--- config.mk ---
export PLATFORM = sky130hd
export DESIGN_NAME = lrvi_ctrl
export DESIGN_NICKNAME = d
export VERILOG_FILES = /design/src/hdl/lrvi_pkg.sv /design/src/hdl/lrvi_ctrl.sv
export SDC_FILE = /design/constraint.sdc
export NUM_CORES = 1
export LEC_CHECK = 0
export ABC_AREA = 1
export BUFFER_PORTS_ARGS = -buffer_cell sky130_fd_sc_hd__buf_2
export CORE_MARGIN = 8
export CORE_UTILIZATION = 35
export DETAILED_ROUTE_END_ITERATION = 10
export GPL_TIMING_DRIVEN = 0
export HOLD_SLACK_MARGIN = 0.1
export PLACE_DENSITY = 0.66
export SLEW_MARGIN = 20
export SYNTH_ARGS = -nofsm -noshare
export SYNTH_HDL_FRONTEND = slang
export SYNTH_SLANG_ARGS = --single-unit
--- constraint.sdc ---
create_clock -name clock -period 1.47 [get_ports clock]
set_input_delay 0.147 -clock clock [delete_from_list [all_inputs] [get_ports clock]]
set_output_delay 0.147 -clock clock [all_outputs]
set_load 0.02 [all_outputs]
--- src/hdl/lrvi_pkg.sv ---
// Package: constants, types and command/status structs of the interpolator
package lrvi_pkg;
   localparam int TABLE_DEPTH_DEFAULT = 8;
   localparam logic [23:0] LOG10_2_Q24 = 24'd5050445;

   localparam logic OP_WRITE = 1'b0;
   localparam logic OP_QUERY = 1'b1;

   localparam logic [1:0] REGION_CONST = 2'd0;
   localparam logic [1:0] REGION_BELOW = 2'd1;
   localparam logic [1:0] REGION_ABOVE = 2'd2;
   localparam logic [1:0] REGION_INTERP = 2'd3;

   typedef enum logic [3:0] {
      ST_IDLE, ST_NORM, ST_SQUARE, ST_SCALE, ST_ROUND, ST_SEARCH,
      ST_PREP, ST_MUL, ST_DIV, ST_OUT
   } state_type;

   // controller to datapath
   typedef struct packed {
      logic load;        // capture accepted item
      logic norm_step;   // one leading-one shift step
      logic square;      // one squaring step
      logic scale;       // multiply by log10(2)
      logic round;       // round to Q8.16
      logic search_step; // visit one table entry
      logic prep;        // form num/den and select case
      logic mul;         // one product term
      logic div_step;    // one quotient bit
      logic out_load;    // move result to output register
   } cmd_type;

   // datapath to controller
   typedef struct packed {
      logic norm_done;
      logic square_done;
      logic search_done;
      logic mul_done;
      logic div_done;
      logic is_query;
      logic short_path;  // constant / below / above / zero span
      logic out_busy;
   } status_type;
endpackage

--- src/hdl/lrvi_ctrl.sv ---
// Sequencer that steps the datapath through one write or query
module lrvi_ctrl (
   input  logic                   clock,
   input  logic                   reset,
   input  logic                   req_valid,
   output logic                   req_ready,
   input  lrvi_pkg::status_type   status,
   output lrvi_pkg::cmd_type      cmd
);
   lrvi_pkg::state_type state_ff, state_in;

   // state register
   always_ff @(posedge clock) begin
      if (reset) begin
         state_ff <= lrvi_pkg::ST_IDLE;
      end else begin
         state_ff <= state_in;
      end
   end

   // next state and commands
   always_comb begin
      state_in = state_ff;
      cmd = '0;
      req_ready = 1'b0;
      case (state_ff)
         lrvi_pkg::ST_IDLE: begin
            req_ready = 1'b1;
            if (req_valid) begin
               cmd.load = 1'b1;
               state_in = lrvi_pkg::ST_NORM;
            end
         end
         lrvi_pkg::ST_NORM: begin
            // writes finish at once; queries normalise
            if (!status.is_query) begin
               state_in = lrvi_pkg::ST_IDLE;
            end else if (status.norm_done) begin
               state_in = lrvi_pkg::ST_SQUARE;
            end else begin
               cmd.norm_step = 1'b1;
            end
         end
         lrvi_pkg::ST_SQUARE: begin
            cmd.square = 1'b1;
            if (status.square_done) begin
               state_in = lrvi_pkg::ST_SCALE;
            end
         end
         lrvi_pkg::ST_SCALE: begin
            cmd.scale = 1'b1;
            state_in = lrvi_pkg::ST_ROUND;
         end
         lrvi_pkg::ST_ROUND: begin
            cmd.round = 1'b1;
            state_in = lrvi_pkg::ST_SEARCH;
         end
         lrvi_pkg::ST_SEARCH: begin
            if (status.search_done) begin
               state_in = lrvi_pkg::ST_PREP;
            end else begin
               cmd.search_step = 1'b1;
            end
         end
         lrvi_pkg::ST_PREP: begin
            cmd.prep = 1'b1;
            state_in = lrvi_pkg::ST_MUL;
         end
         lrvi_pkg::ST_MUL: begin
            if (status.short_path) begin
               state_in = lrvi_pkg::ST_OUT;
            end else begin
               cmd.mul = 1'b1;
               if (status.mul_done) begin
                  state_in = lrvi_pkg::ST_DIV;
               end
            end
         end
         lrvi_pkg::ST_DIV: begin
            cmd.div_step = 1'b1;
            if (status.div_done) begin
               state_in = lrvi_pkg::ST_OUT;
            end
         end
         lrvi_pkg::ST_OUT: begin
            if (!status.out_busy) begin
               cmd.out_load = 1'b1;
               state_in = lrvi_pkg::ST_IDLE;
            end
         end
         default: begin
            state_in = lrvi_pkg::ST_IDLE;
         end
      endcase
   end
endmodule

### Word level (Yosys, flattened, before mapping)

Cells that the tools add are included.

| storage, ports and cells | value |
|---|---|
| word-level logic and storage cells | 46 |
| register bits | 4 |

| operators by class | value |
|---|---|
| reductions and logical operators | 2 |
| equality and inequality tests | 16 |
| multiplexer cells | 27 |

Operators by type and width:

| kind | count |
|---|---|
| $pmux 4 s10 | 1 |
| $mux 4 | 9 |
| $mux 1 | 17 |
| $eq 4x3->1 const B | 4 |
| $ne 2x2->1 const B | 5 |
| $eq 4x2->1 const B | 2 |
| $eq 4x4->1 const B | 2 |
| $reduce_and 7->1 | 1 |
| $ne 3x3->1 const B | 2 |
| $eq 4x1->1 const B | 1 |
| $logic_not 4->1 | 1 |

### Longest topological paths before layout

Gate-level depths: netlist (run 1).

| depth | value |
|---|---|
| depth after elaboration | 3 |
| mapped depth | 8 |
| mapped depth without buffers | 8 |

### Worst setup path before layout (run 1)

OpenSTA, ideal clock, no wires.

| timing | value |
|---|---|
| kind | flip-flop to flip-flop |
| start | register state_ff[1] |
| end | register state_ff[3] |
| buffers on the path | 0 |
| setup slack | 0.158 ns |
| library setup time | 0.064 ns |
| data arrival time | 1.248 ns |
| cell stages (with the launch flop) | 8 |
| path through | dfxtp_1 nor2_1 nand2_1 nor2_1 a21oi_1 nand3_1 nand2_1 nor2_1 |

| between the ends | value |
|---|---|
| word-level cells in the longest chain between the ends | 3 |
| elaborated cells between the ends (all ways) | 19 |
| classes of those cells | eq/ne: 16; mux: 1; reduce/logical: 2 |

Ends and longest elaborated chain:

| what | RTL line | text |
|---|---|---|
| start, declared | lrvi_ctrl.sv:10 | `lrvi_pkg::state_type state_ff, state_in;` |
| start signal, assigned | lrvi_ctrl.sv:15 | `state_ff <= lrvi_pkg::ST_IDLE;` |
| start signal, assigned | lrvi_ctrl.sv:17 | `state_ff <= state_in;` |
| $eq 4x1->1, or another cell as far along | lrvi_ctrl.sv:26 | `case (state_ff)` |
| $ne 3x3->1 (no source line) or $ne 2x2->1 (tied branches) | - |  |
| $reduce_and 7->1 (no source line) | - |  |

Several ways; a longest one is shown, not always the timed one.
A chain may end at the register's enable or synchronous reset.

==> results by group, run 1 <==
Global route
  – Initial antenna violation count: 0
  – Tot GR Track Use: approximately 9.2%
  – Wire length of the first global-routing pass: 2050 um
  – Remaining global-route overflow: 0
  – Vias in the first global route: between 500 and 600
  – Largest net degree at the start of global routing: 9

Floorplanning
  – Core Footprint: around 1300 sq um
  – Initial Util: between 30 and 40%
  – # IOs: 22
  – Die Area: 2720 sq um
  – Die width: approximately 52 um
  – Die height: 52.2 um
  – Row count: 13

Worst setup path
  – Kind of critical path: reg -> out
  – Crit path max-delay family: flip-flops
  – Slowest cell delay on critical path: around 380 ps
  – Crit path cell chain: inv_2 -> nor2_4 -> nand3b_1 -> inv_1 -> buf_2
  – CP Max Fanout: 7
  – Worst path required time: 1320 ps
  – Worst reg-to-reg path cell count: 8
  – R2r endpoint: state_ff[3]
  – Reg-to-reg critical path startpoint: state_ff[1]
  – Critical path arrival: around 1200 ps
  – Crit path capture type: output port
  – Slowest CP cell: dfxtp_2
  – Buffers & Inverters on Critical Path: 3
  – Startpoint types: register
  – Reg2reg setup slack: between 150 and 200 ps

Power and ir drop
  – VDD IR max: between 0.8 and 0.9 mV
  – Clk pwr share: between 10% and 20%
  – Pwr/cell area: approximately 1700 nW/um^2
  – P_leak: about 0.38 nW
  – Internal Power: a little under 500 uW
  – Sequential fraction of design power: 21.9%
  – Combinational share of power: between 60% and 70%
  – Power Total: 1.05 mW
  – Switching Share: between 50 and 60%
  – Switching pwr: about 560 uW

Yosys
  – Mapped Area: 458 sq um
  – Syn Nets: 91
  – Synth Instances: 80
  – Netlist cell types: 16
  – Post-Synth Simple-Gate Area: a little over three fifths
  – Mean Syn Cell Area: approximately 5.7 sq um
  – Combinational family with the most area after synthesis: simple AND/OR/NAND/NOR gates
  – Compound-Gate Fraction of Synth Area: approximately 7.7%
  – Synth Register Bits: 4
  – Post-Synth XOR/XNOR Area: 0%
  – Register area share after synthesis: approximately 17%
  – Synthesized-area fraction occupied by adder cells: 0%
  – Post-synthesis mux area share: 0%
  – Yosys warns: 0

Route
  – Final Routed Wirelength: between 1000 and 1500 um
  – Detailed Routing Iterations Pass 1: 2
  – DRC violations left: 0
  – WL/cell: ~9.9 um
  – Vias per cell: 4.42
  – Antenna-violating nets left: 0
  – Via count: ~530
  – Initial DRC count: 3

Placed design
  – Setup WS pre-CTS: ~150 ps
  – Dpl hpwl: between 1000 and 1500 um
  – Port bufs: 21
  – Post-place instance area: 582 sq um
  – RePlAce Congestion: 0.790

Timing
  – Post-route setup slack: about 120 ps
  – Tcrit/Tclk final: 92.0%
  – Setup violators final: 0
  – Skew final: about 1.7 ps
  – Final Hold Viols: 0
  – Post-route setup TNS: 0 ps
  – Relative slew margins: 86.3%
  – Hold Slack: 186 ps
  – Slew Viols, Final: 0
  – Tightest Pin Transition: about 200 ps
  – RSZ-0062 raised after global routing: yes
  – Tmin final: 1350 ps
  – Max Fclk: 739 MHz

Clocking
  – Post-CTS Setup Inserts: 0
  – Cts bufs inserted: 3
  – Maximum clock path buffer count: 2
  – CTS H-tree depth: 1
  – Worst-Skew Late Latency: 230 ps
  – Clock slew at reported path FFs: roughly 40 ps
  – CTS tree: built
  – Clk root buf: clkbuf_4
  – Count of hold-fix buffers inserted at cts: 0
  – TritonCTS Sinks: 4

Final layout
  – Antenna Diode Count: 0
  – Largest Register: state_ff
  – Max reg flops: 4
  – Nets: about 120
  – Post-Layout Inst Area: between 600 and 700 sq um
  – Share of post-route cells with drive strength above 1: approximately 43%
  – Area Growth Syn to Fin: 34.7%
  – Top Registers: state_ff: 4 flops

Hold path
  – Hold Path Origin: reset
  – Endpoint of the worst hold path: state_ff[3]
  – Hold path depth: 4
  – Worst Hold Class: in -> reg

Run
  – Number of max-cap violations: 0

Status
  – Status: completed
==> layer usage <==
layer | global-route usage (%) | routed length [um] | vias to the layer above
li1 | - | - | 299
met1 | 11.4 | 562 | 214
met2 | 14.4 | 531 | 13
met3 | 1.70 | 89 | 0
met4 | 5.17 | 0 | 0
met5 | 0 | 0 | -
==> metrics by stage <==
| stage | utilization, % | instances |
|---|---|---|
| after floorplan | - | 80 |
| after global placement | 45.9 | 116 |
| after detailed placement | 45.9 | 116 |
| after CTS | 47.8 | 119 |
| after global routing | 48.6 | 119 |
| final | 48.6 | 119 |
==> layout make-up <==
| type | count | area [sq um] |
|---|---|---|
| Fill cell | 148 | 652 |
| Inverter | 15 | 56.3 |
| Multi-Input combinational cell | 61 | 329 |
| Clock buffer | 3 | 22.5 |
| Tap cell | 15 | 18.8 |
| Timing Repair Buffer | 21 | 105 |
| Sequential cell | 4 | 85.1 |
==> worst max-delay path by stage <==
stage	start	endpoint	slack, ps	cells past startpoint
CTS	state_ff[2]	cmd[2]	30	5
detailed placement	state_ff[3]	state_ff[3]	150	7
finish	state_ff[2]	cmd[4]	120	5
floorplan	state_ff[1]	state_ff[3]	160	7
global route	state_ff[2]	cmd[4]	-3	5
global placement	state_ff[3]	state_ff[0]	150	7
==> logic make-up after synthesis <==
| group | after synthesis |
|---|---|
| compound gates | 7 |
| simple gates | 54 |
| flops | 4 |
| buf+inv | 15 |
==> cells in the mapped netlist (all sizes together) <==
| cell type | number | area [sq um] |
|---|---|---|
| nor2 | 21 | 130 |
| nor3 | 2 | 10.0 |
| inv | 14 | 52.6 |
| o21ai | 2 | 10.0 |
| or2 | 1 | 6.26 |
| clkinv | 1 | 3.75 |
| a21oi | 5 | 25.0 |
| nand3b | 1 | 7.51 |
| nand3 | 11 | 55.1 |
| dfxtp | 4 | 80.1 |
| nand2 | 18 | 77.6 |
==> worst min-delay path: cells and delay by family <==
| kind | cells | cell delay [ps] |
|---|---|---|
| buffers and inverters | 2 | 130 |
| and+or+nand+nor | 2 | 100 |
==> cells in the final DEF, fill, tap and decap left out <==
| cell type | n |
|---|---|
| inv_1 | 10 |
| nor3_1 | 2 |
| a21oi_1 | 5 |
| nand2_2 | 4 |
| nand3_1 | 11 |
| nor2_8 | 1 |
| dfxtp_2 | 4 |
| inv_2 | 4 |
| or2_2 | 1 |
| nand3b_1 | 1 |
| buf_2 | 21 |
| clkbuf_4 | 3 |
| o21ai_0 | 2 |
| clkinv_1 | 1 |
| nand2_1 | 14 |
| nor2_2 | 2 |
| nor2_4 | 5 |
| nor2_1 | 13 |
==> timing repair <==
action                                  4_1_cts  5_1_grt
gates resized for setup                       1        5
endpoints found under the setup margin        1       12
endpoints found under the hold margin         0        0
pin swaps                                     0        0
==> power groups by stage <==
stage          combinational, mW  sequential (mW)  clock (mW)
2_1_floorplan              0.533            0.200           0
3_3_place_gp               0.677            0.210           0
3_5_place_dp               0.680            0.211           0
4_1_cts                    0.685            0.213       0.140
5_1_grt                    0.784            0.239       0.146
6_report                   0.687            0.229       0.132
Power figures use the tool's default switching activity.
==> run 2, diff against run 1 <==
--- a/config.mk
+++ b/config.mk
@@ -7,12 +7,13 @@
 export LEC_CHECK = 0
 export ABC_AREA = 1
 export BUFFER_PORTS_ARGS = -buffer_cell sky130_fd_sc_hd__buf_2
-export CORE_MARGIN = 8
-export CORE_UTILIZATION = 35
+export CORE_AREA = 5 5 42 44
 export DETAILED_ROUTE_END_ITERATION = 10
+export DIE_AREA = 0 0 47 49
 export GPL_TIMING_DRIVEN = 0
 export HOLD_SLACK_MARGIN = 0.1
-export PLACE_DENSITY = 0.66
+export PLACE_DENSITY = 0.65
+export SKIP_LAST_GASP = 1
 export SLEW_MARGIN = 20
 export SYNTH_ARGS = -nofsm -noshare
 export SYNTH_HDL_FRONTEND = slang
==> results by group, run 2 (synthesized netlist as in run 1, its figures left out) <==
Worst setup path
  – Buffers & Inverters on Critical Path: 4 (+1)
  – CP Max Fanout: 5 (-2)
  – Reg2reg setup slack: 180 ps (about the same)
  – Reg-to-reg critical path startpoint: state_ff[2]
  – Stages on worst setup path: 6 (+1)
  – Worst path required time: 1320 ps (about the same)
  – Slowest cell delay on critical path: 370 ps (about the same)
  – Kind of critical path: reg -> out
  – Slowest CP cell: dfxtp_2
  – Worst reg-to-reg path cell count: 8 (unchanged)
  – Startpoint types: register
  – R2r endpoint: state_ff[0]
  – Crit path cell chain: inv_2 -> nor2_4 -> buf_4 -> nand2_1 -> inv_1 -> buf_2
  – Crit path capture type: output port
  – Crit path max-delay family: buffers and inverters
  – Critical path arrival: 1250 ps (+40 ps)

Final layout
  – Nets: 119 (+1.7%)
  – Post-Layout Inst Area: 633 sq um (+2.6%)
  – Top Registers: state_ff: 4 flops
  – Share of post-route cells with drive strength above 1: 45.3% (+2.0 points)
  – Commonest non-fill, non-tap cells in the layout: 21 x buf_2, 14 x nand2_1, 13 x nor2_1, 11 x nand3_1, 10 x inv_1
  – Area Growth Syn to Fin: 38.3%
  – Most common cell after layout, fill and taps aside: buf_2
  – Max reg flops: 4 (unchanged)
  – Fillers: 163 (+10%)
  – Antenna Diode Count: 0 (unchanged)
  – Largest Register: state_ff

Clocking
  – Maximum clock path buffer count: 2 (unchanged)
  – Clock slew at reported path FFs: 40 ps (about the same)
  – TritonCTS Sinks: 4 (unchanged)
  – CTS tree: built
  – Worst-Skew Late Latency: 230 ps (about the same)
  – CTS H-tree depth: 1 (unchanged)
  – Cts bufs inserted: 3 (unchanged)
  – Clk root buf: clkbuf_4

Run
  – Number of max-cap violations: 0 (unchanged)

Floorplanning
  – Row count: 14 (+1)
  – Die Area: 2300 sq um (-15%)
  – Die height: 49 um (-6.1%)
  – Die width: 47 um (-9.9%)
  – # IOs: 22 (unchanged)
  – Core Footprint: 1400 sq um (+10%)
  – Initial Util: 32.7% (-3.4 points)

Timing
  – RSZ-0062 raised after global routing: yes
  – Tmin final: 1400 ps (+46.6 ps)
  – Max Fclk: 715 MHz (-3.3%)
  – Tcrit/Tclk final: 95.2% (+3.2 points)
  – Hold Slack: 190 ps (+3.68 ps)
  – Setup violators final: 0 (unchanged)
  – Slew Viols, Final: 0 (unchanged)
  – Skew final: 1.72 ps (+0.00959 ps)
  – Final Hold Viols: 0 (unchanged)
  – Tightest Pin Transition: 205 ps (+0.452 ps)
  – Relative slew margins: 86.3% (about the same)

Global route
  – Initial antenna violation count: 0 (unchanged)
  – Remaining global-route overflow: 0 (unchanged)
  – Vias in the first global route: 505 (unchanged)
  – Largest net degree at the start of global routing: 9 (unchanged)
  – Tot GR Track Use: 10.9% (+1.7 points)
  – Wire length of the first global-routing pass: 1930 um (-5.7%)

Route
  – Initial DRC count: 3 (unchanged)
  – Via count: 551 (+4.8%)
  – Final Routed Wirelength: 1170 um (-1.3%)
  – Antenna-violating nets left: 0 (unchanged)
  – Vias per cell: 4.52 (+2.2%)
  – WL/cell: 9.57 um (-3.7%)
  – DRC violations left: 0 (unchanged)
  – Detailed Routing Iterations Pass 1: 4 (+2)

Power and ir drop
  – Pwr/cell area: 1680 nW/um^2 (-1.2%)
  – P_leak: 0.384 nW (+2.2%)
  – VDD IR max: 0.908 mV (+2.1%)

Status
  – Status: completed

Hold path
  – Hold Path Origin: reset
  – Endpoint of the worst hold path: state_ff[2]
  – Hold path depth: 4 (unchanged)
  – Worst Hold Class: in -> reg

Placed design
  – RePlAce Congestion: 0.700 (-11%)
  – Port bufs: 21 (unchanged)
  – Dpl hpwl: 944 um (-5.6%)
  – Post-place instance area: 583 sq um (+0.22%)
## run 2: cell types whose count changed in the layout (fill, tap and decap cells not counted)
| cell | previous run | this run |
|---|---|---|
| buf_4 | 0 | 2 |
| nor2_2 | 2 | 3 |
| nor2_4 | 5 | 4 |
| nor3_1 | 2 | 1 |
| nor3_2 | 0 | 1 |
## run 2: worst min-delay path, stage by stage
cell	delay, ps
buf_2	70
inv_1	60
nand2_1	70
nor2_1	30
## run 2: layout make-up
| class | count | area [sq um] | area share, % |
|---|---|---|---|
| Multi-Input combinational cell | 61 | 329 | 52.0 |
| Tap cell | 16 | 20.0 | 3.16 |
| Clock buffer | 3 | 22.5 | 3.56 |
| Inverter | 15 | 56.3 | 8.89 |
| Timing Repair Buffer | 23 | 120 | 19.0 |
| Sequential cell | 4 | 85.1 | 13.4 |
## run 2: repair_timing
item,4_1_cts,5_1_grt
setup endpoints to repair,0,12
hold buffers,0,0
setup buffers,0,2
resized for setup,0,6
## run 2: worst max path at each step
stage	startpoint	endpoint
after global placement	state_ff[1]	state_ff[2]
after global routing	state_ff[1]	cmd[9]
after detailed placement	state_ff[1]	state_ff[2]
after CTS	state_ff[2]	cmd[4]
after floorplan	state_ff[1]	state_ff[3]
final	state_ff[2]	cmd[5]
## run 2: per-stage QoR
stage / power, mW / TNS, ps / utilization (%) / worst slack [ps] / instances
after floorplan: 0.733 / 0 / - / 158 / 80
after global placement: 0.882 / 0 / 41.6 / 179 / 117
after detailed placement: 0.888 / 0 / 41.6 / 164 / 117
after CTS: 1.03 / 0 / 43.2 / 12.6 / 120
after global routing: 1.18 / -49.7 / 45.2 / -39.2 / 122
final: 1.06 / 0 / 45.2 / 70.5 / 122
## run 2: metal layers
metal / vias to the layer above / routed length [um] / track usage (%) / share of wire [%]
met2: 11 / 673 / 17.0 / 58
li1: 301 / - / - / -
met5: - / 0 / 0 / 0
met3: 0 / 51 / 2.21 / 4.4
met4: 0 / 0 / 5.53 / 0
met1: 239 / 442 / 13.7 / 38
## run 2: power by group
group	switching (mW)	internal (mW)	total, mW
registers	0.0699	0.155	0.225
clock network	0.0392	0.0909	0.130
logic	0.449	0.258	0.707
total	0.558	0.504	1.06
==> run 3, diff against run 2 <==
--- a/config.mk
+++ b/config.mk
@@ -5,14 +5,12 @@
 export SDC_FILE = /design/constraint.sdc
 export NUM_CORES = 1
 export LEC_CHECK = 0
-export ABC_AREA = 1
 export BUFFER_PORTS_ARGS = -buffer_cell sky130_fd_sc_hd__buf_2
 export CORE_AREA = 5 5 42 44
 export DETAILED_ROUTE_END_ITERATION = 10
 export DIE_AREA = 0 0 47 49
 export GPL_TIMING_DRIVEN = 0
 export HOLD_SLACK_MARGIN = 0.1
-export PLACE_DENSITY = 0.65
 export SKIP_LAST_GASP = 1
 export SLEW_MARGIN = 20
 export SYNTH_ARGS = -nofsm -noshare
==> results by group, run 3 <==
Status
  – Status: finished with violations
  – Violated checks: negative setup slack

Worst setup path
  – Reg2reg setup slack: -20 ps (-200 ps)
  – Slowest cell delay on critical path: 350 ps (-20 ps)
  – CP Max Fanout: 7 (+2)
  – Crit path capture type: register
  – Crit path cell chain: buf_6 -> nor3b_1 -> o21ai_2 -> nand4_4 -> or3_1 -> a21oi_2
  – Slowest CP cell: dfxtp_4
  – Worst path required time: 1640 ps (+320 ps)
  – Startpoint types: register
  – Critical path arrival: 1660 ps (+410 ps)
  – Kind of critical path: reg -> reg

Yosys
  – Synth Instances: 54 (-33%)
  – Combinational family with the most area after synthesis: simple AND/OR/NAND/NOR gates
  – Post-synthesis mux area share: 0% (unchanged)
  – Mapped Area: 404 sq um (-12%)
  – Top_reg_cell synth: dfxtp_1
  – Synthesized-area fraction occupied by adder cells: 0% (unchanged)
  – Largest cells by area after synthesis: dfxtp_1 20%, nor3_1 6.2%, nand2b_1 4.6%, nor2_1 4.6%, or3_1 4.6%
  – Synth async-reset ratio: 0% (unchanged)
  – Post-Synth XOR/XNOR Area: 0% (unchanged)
  – Compound-Gate Fraction of Synth Area: 19.2% (+12 points)
  – EDFF count, synth: 0 (unchanged)
  – Post-Synth Simple-Gate Area: 51.7% (-11 points)
  – Netlist cell types: 30 (+14)
  – Post-synth top cells: 5 x nor2_1, 5 x nor3_1, 4 x dfxtp_1
  – Mean Syn Cell Area: 7.48 sq um (+31%)
  – Post-synth top area share: 19.8% (+2.3 points)
  – Yosys top cell by area: dfxtp_1
  – Register area share after synthesis: 19.8% (+2.3 points)
  – Syn Nets: 65 (-29%)
  – Yosys warns: 0 (unchanged)
  – Synth Register Bits: 4 (unchanged)

Hold path
  – Worst Hold Class: in -> reg

Placed design
  – Port bufs: 21 (unchanged)
  – Dpl hpwl: 871 um (-7.8%)
  – Setup WS pre-CTS: -132 ps (-296 ps)
  – RePlAce Congestion: 0.824 (+18%)
  – DP Cell Count: 91 (-22%)

Floorplanning
  – Die height: 49 um (unchanged)
  – Row count: 14 (unchanged)
  – # IOs: 22 (unchanged)
  – Initial Util: 28.8% (-3.8 points)
  – Die Area: 2300 sq um (unchanged)
  – Die width: 47 um (unchanged)
  – Core Footprint: 1400 sq um (unchanged)

Timing
  – Setup violators final: 3 (+3)
  – Tcrit/Tclk final: 102% (+6.3 points)
  – Slew Viols, Final: 0 (unchanged)
  – Skew final: 11.8 ps (+10.1 ps)
  – Max Fclk: 670 MHz (-6.2%)
  – Final Hold Viols: 0 (unchanged)
  – Tightest Pin Transition: 258 ps (+52.8 ps)
  – RSZ-0062 raised after global routing: yes
  – Relative slew margins: 82.7% (-3.5 points)
  – Tmin final: 1490 ps (+92.6 ps)
  – Post-route setup slack: -22.2 ps (-92.6 ps)

Clocking
  – CTS tree: built
  – Clk root buf: clkbuf_4
  – TritonCTS Sinks: 4 (unchanged)
  – CTS H-tree depth: 1 (unchanged)
  – Count of hold-fix buffers inserted at cts: 0 (unchanged)
  – Cts bufs inserted: 3 (unchanged)
  – Worst-Skew Late Latency: 240 ps (about the same)
  – Maximum clock path buffer count: 2 (unchanged)
  – Clock slew at reported path FFs: 50 ps (about the same)

Power and ir drop
  – Switching pwr: 224 uW (-60%)
  – P_leak: 0.362 nW (-5.8%)
  – Sequential fraction of design power: 21.2% (about the same)
  – VDD IR max: 0.505 mV (-44%)
  – Clk pwr share: 23.1% (+11 points)
  – Internal Power: 389 uW (-23%)
  – Switching Share: 36.5% (-16 points)
  – Pwr/cell area: 754 nW/um^2 (-55%)
  – Combinational share of power: 55.6% (-11 points)

Global route
  – Remaining global-route overflow: 0 (unchanged)
  – Tot GR Track Use: 13.4% (+2.4 points)
  – Vias in the first global route: 543 (+7.5%)
  – Wire length of the first global-routing pass: 2330 um (+20%)
  – Largest net degree at the start of global routing: 9 (unchanged)
  – Initial antenna violation count: 0 (unchanged)

Final layout
  – Fillers: 126 (-23%)
  – Nets: 102 (-14%)
  – Commonest non-fill, non-tap cells in the layout: 15 x buf_2, 13 x buf_4, 6 x buf_6, 5 x nor2_1
  – Antenna Diode Count: 0 (unchanged)
  – Top Registers: state_ff: 4 flops
  – Max reg flops: 4 (unchanged)
  – Largest Register: state_ff
  – Area Growth Syn to Fin: 101%
  – Fin cells: 105 (-14%)
  – Share of post-route cells with drive strength above 1: 69.7% (+24 points)
  – Final core utilization: 58.0% (+13 points)
  – Most common cell after layout, fill and taps aside: buf_2

Route
  – Initial DRC count: 8 (+5)
  – M1 WL: 604 um (+37%)
  – Metal3 WL: 80 um (+57%)
  – Via count: 533 (-3.3%)
  – WL/cell: 13.5 um (+41%)
  – Routed length on met2: 737 um (+9.5%)
  – DRC violations left: 0 (unchanged)
  – Vias per cell: 5.08 (+12%)
  – Detailed Routing Iterations Pass 1: 3 (-1)
  – Antenna-violating nets left: 0 (unchanged)
  – Top Layer Used: met3
  – Final Routed Wirelength: 1420 um (+22%)

Run
  – Number of max-cap violations: 0 (unchanged)
## run 3: cell types whose count changed in the layout (fill, tap and decap cells not counted), moves of 4 or more
cell | previous run | this run
nor2_4 | 4 | 0
a21oi_1 | 5 | 1
buf_4 | 2 | 13
buf_2 | 21 | 15
inv_1 | 10 | 2
nand2_2 | 4 | 0
inv_2 | 4 | 0
nand2_1 | 14 | 2
nor2_1 | 13 | 5
nand3_1 | 11 | 0
buf_6 | 0 | 6
## run 3: repair_timing
item                                    in CTS  in global routing
gates cloned                                 0                  0
resized for setup                           19                 19
buffers inserted                            10                  1
pin swaps                                    7                  8
endpoints found under the setup margin      12                 11
## run 3: worst max-delay path, delay by kind of cell (launching register included)
family / cells / cell delay, ps
flip-flops: 1 / 350
AND/OR/NAND/NOR: 3 / 620
AO/OA/AOI/OAI: 2 / 330
buffers and inverters: 1 / 130
## run 3: per-stage QoR
| step | TNS [ps] | cell area, sq um | hold WS [ps] | power (mW) |
|---|---|---|---|---|
| 2_1_floorplan | -111 | 424 | 216 | 0.291 |
| 3_3_place_gp | -285 | 549 | 367 | 0.348 |
| 3_5_place_dp | -252 | 549 | 363 | 0.349 |
| 4_1_cts | -62.0 | 726 | 106 | 0.567 |
| 5_1_grt | -626 | 813 | 144 | 0.657 |
| 6_report | -54.0 | 813 | 146 | 0.613 |
## run 3: final timing paths
| path | from | end | depth (start not counted) |
|---|---|---|---|
| max | state_ff[2] | state_ff[1] | 6 |
| min | reset | state_ff[1] | 2 |
| max reg2reg | state_ff[2] | state_ff[1] | 6 |
| min reg2reg | state_ff[0] | state_ff[3] | 3 |
## run 3: cell type report
class / count / area, sq um / share of cell area, %
multi-input cells: 44 / 398 / 48.9
repair buffers: 32 / 226 / 27.8
flip-flops and latches: 4 / 90.1 / 11.1
plain buffers: 4 / 48.8 / 6.00
clock buffers: 3 / 22.5 / 2.77
well taps: 16 / 20.0 / 2.46
inverters: 2 / 7.51 / 0.923
## run 3: cell families after synthesis
logic type             count (synthesis)
AOI/OAI and AO/OA                     11
buffers and inverters                  6
DFF                                    4
and+or+nand+nor                       33
## run 3: metal layers
layer  track usage [%]  up-vias
met3              3.69        0
met1              16.6      247
met5                 0        -
met4              2.76        0
met2              22.2       14
li1                  -      272
## run 3: power groups by stage
stage	logic (mW)	registers (mW)	clock network [mW]
floorplan	0.163	0.128	0
detailed placement	0.219	0.130	0
global placement	0.217	0.130	0
global route	0.369	0.132	0.156
CTS	0.295	0.129	0.143
finish	0.341	0.130	0.142
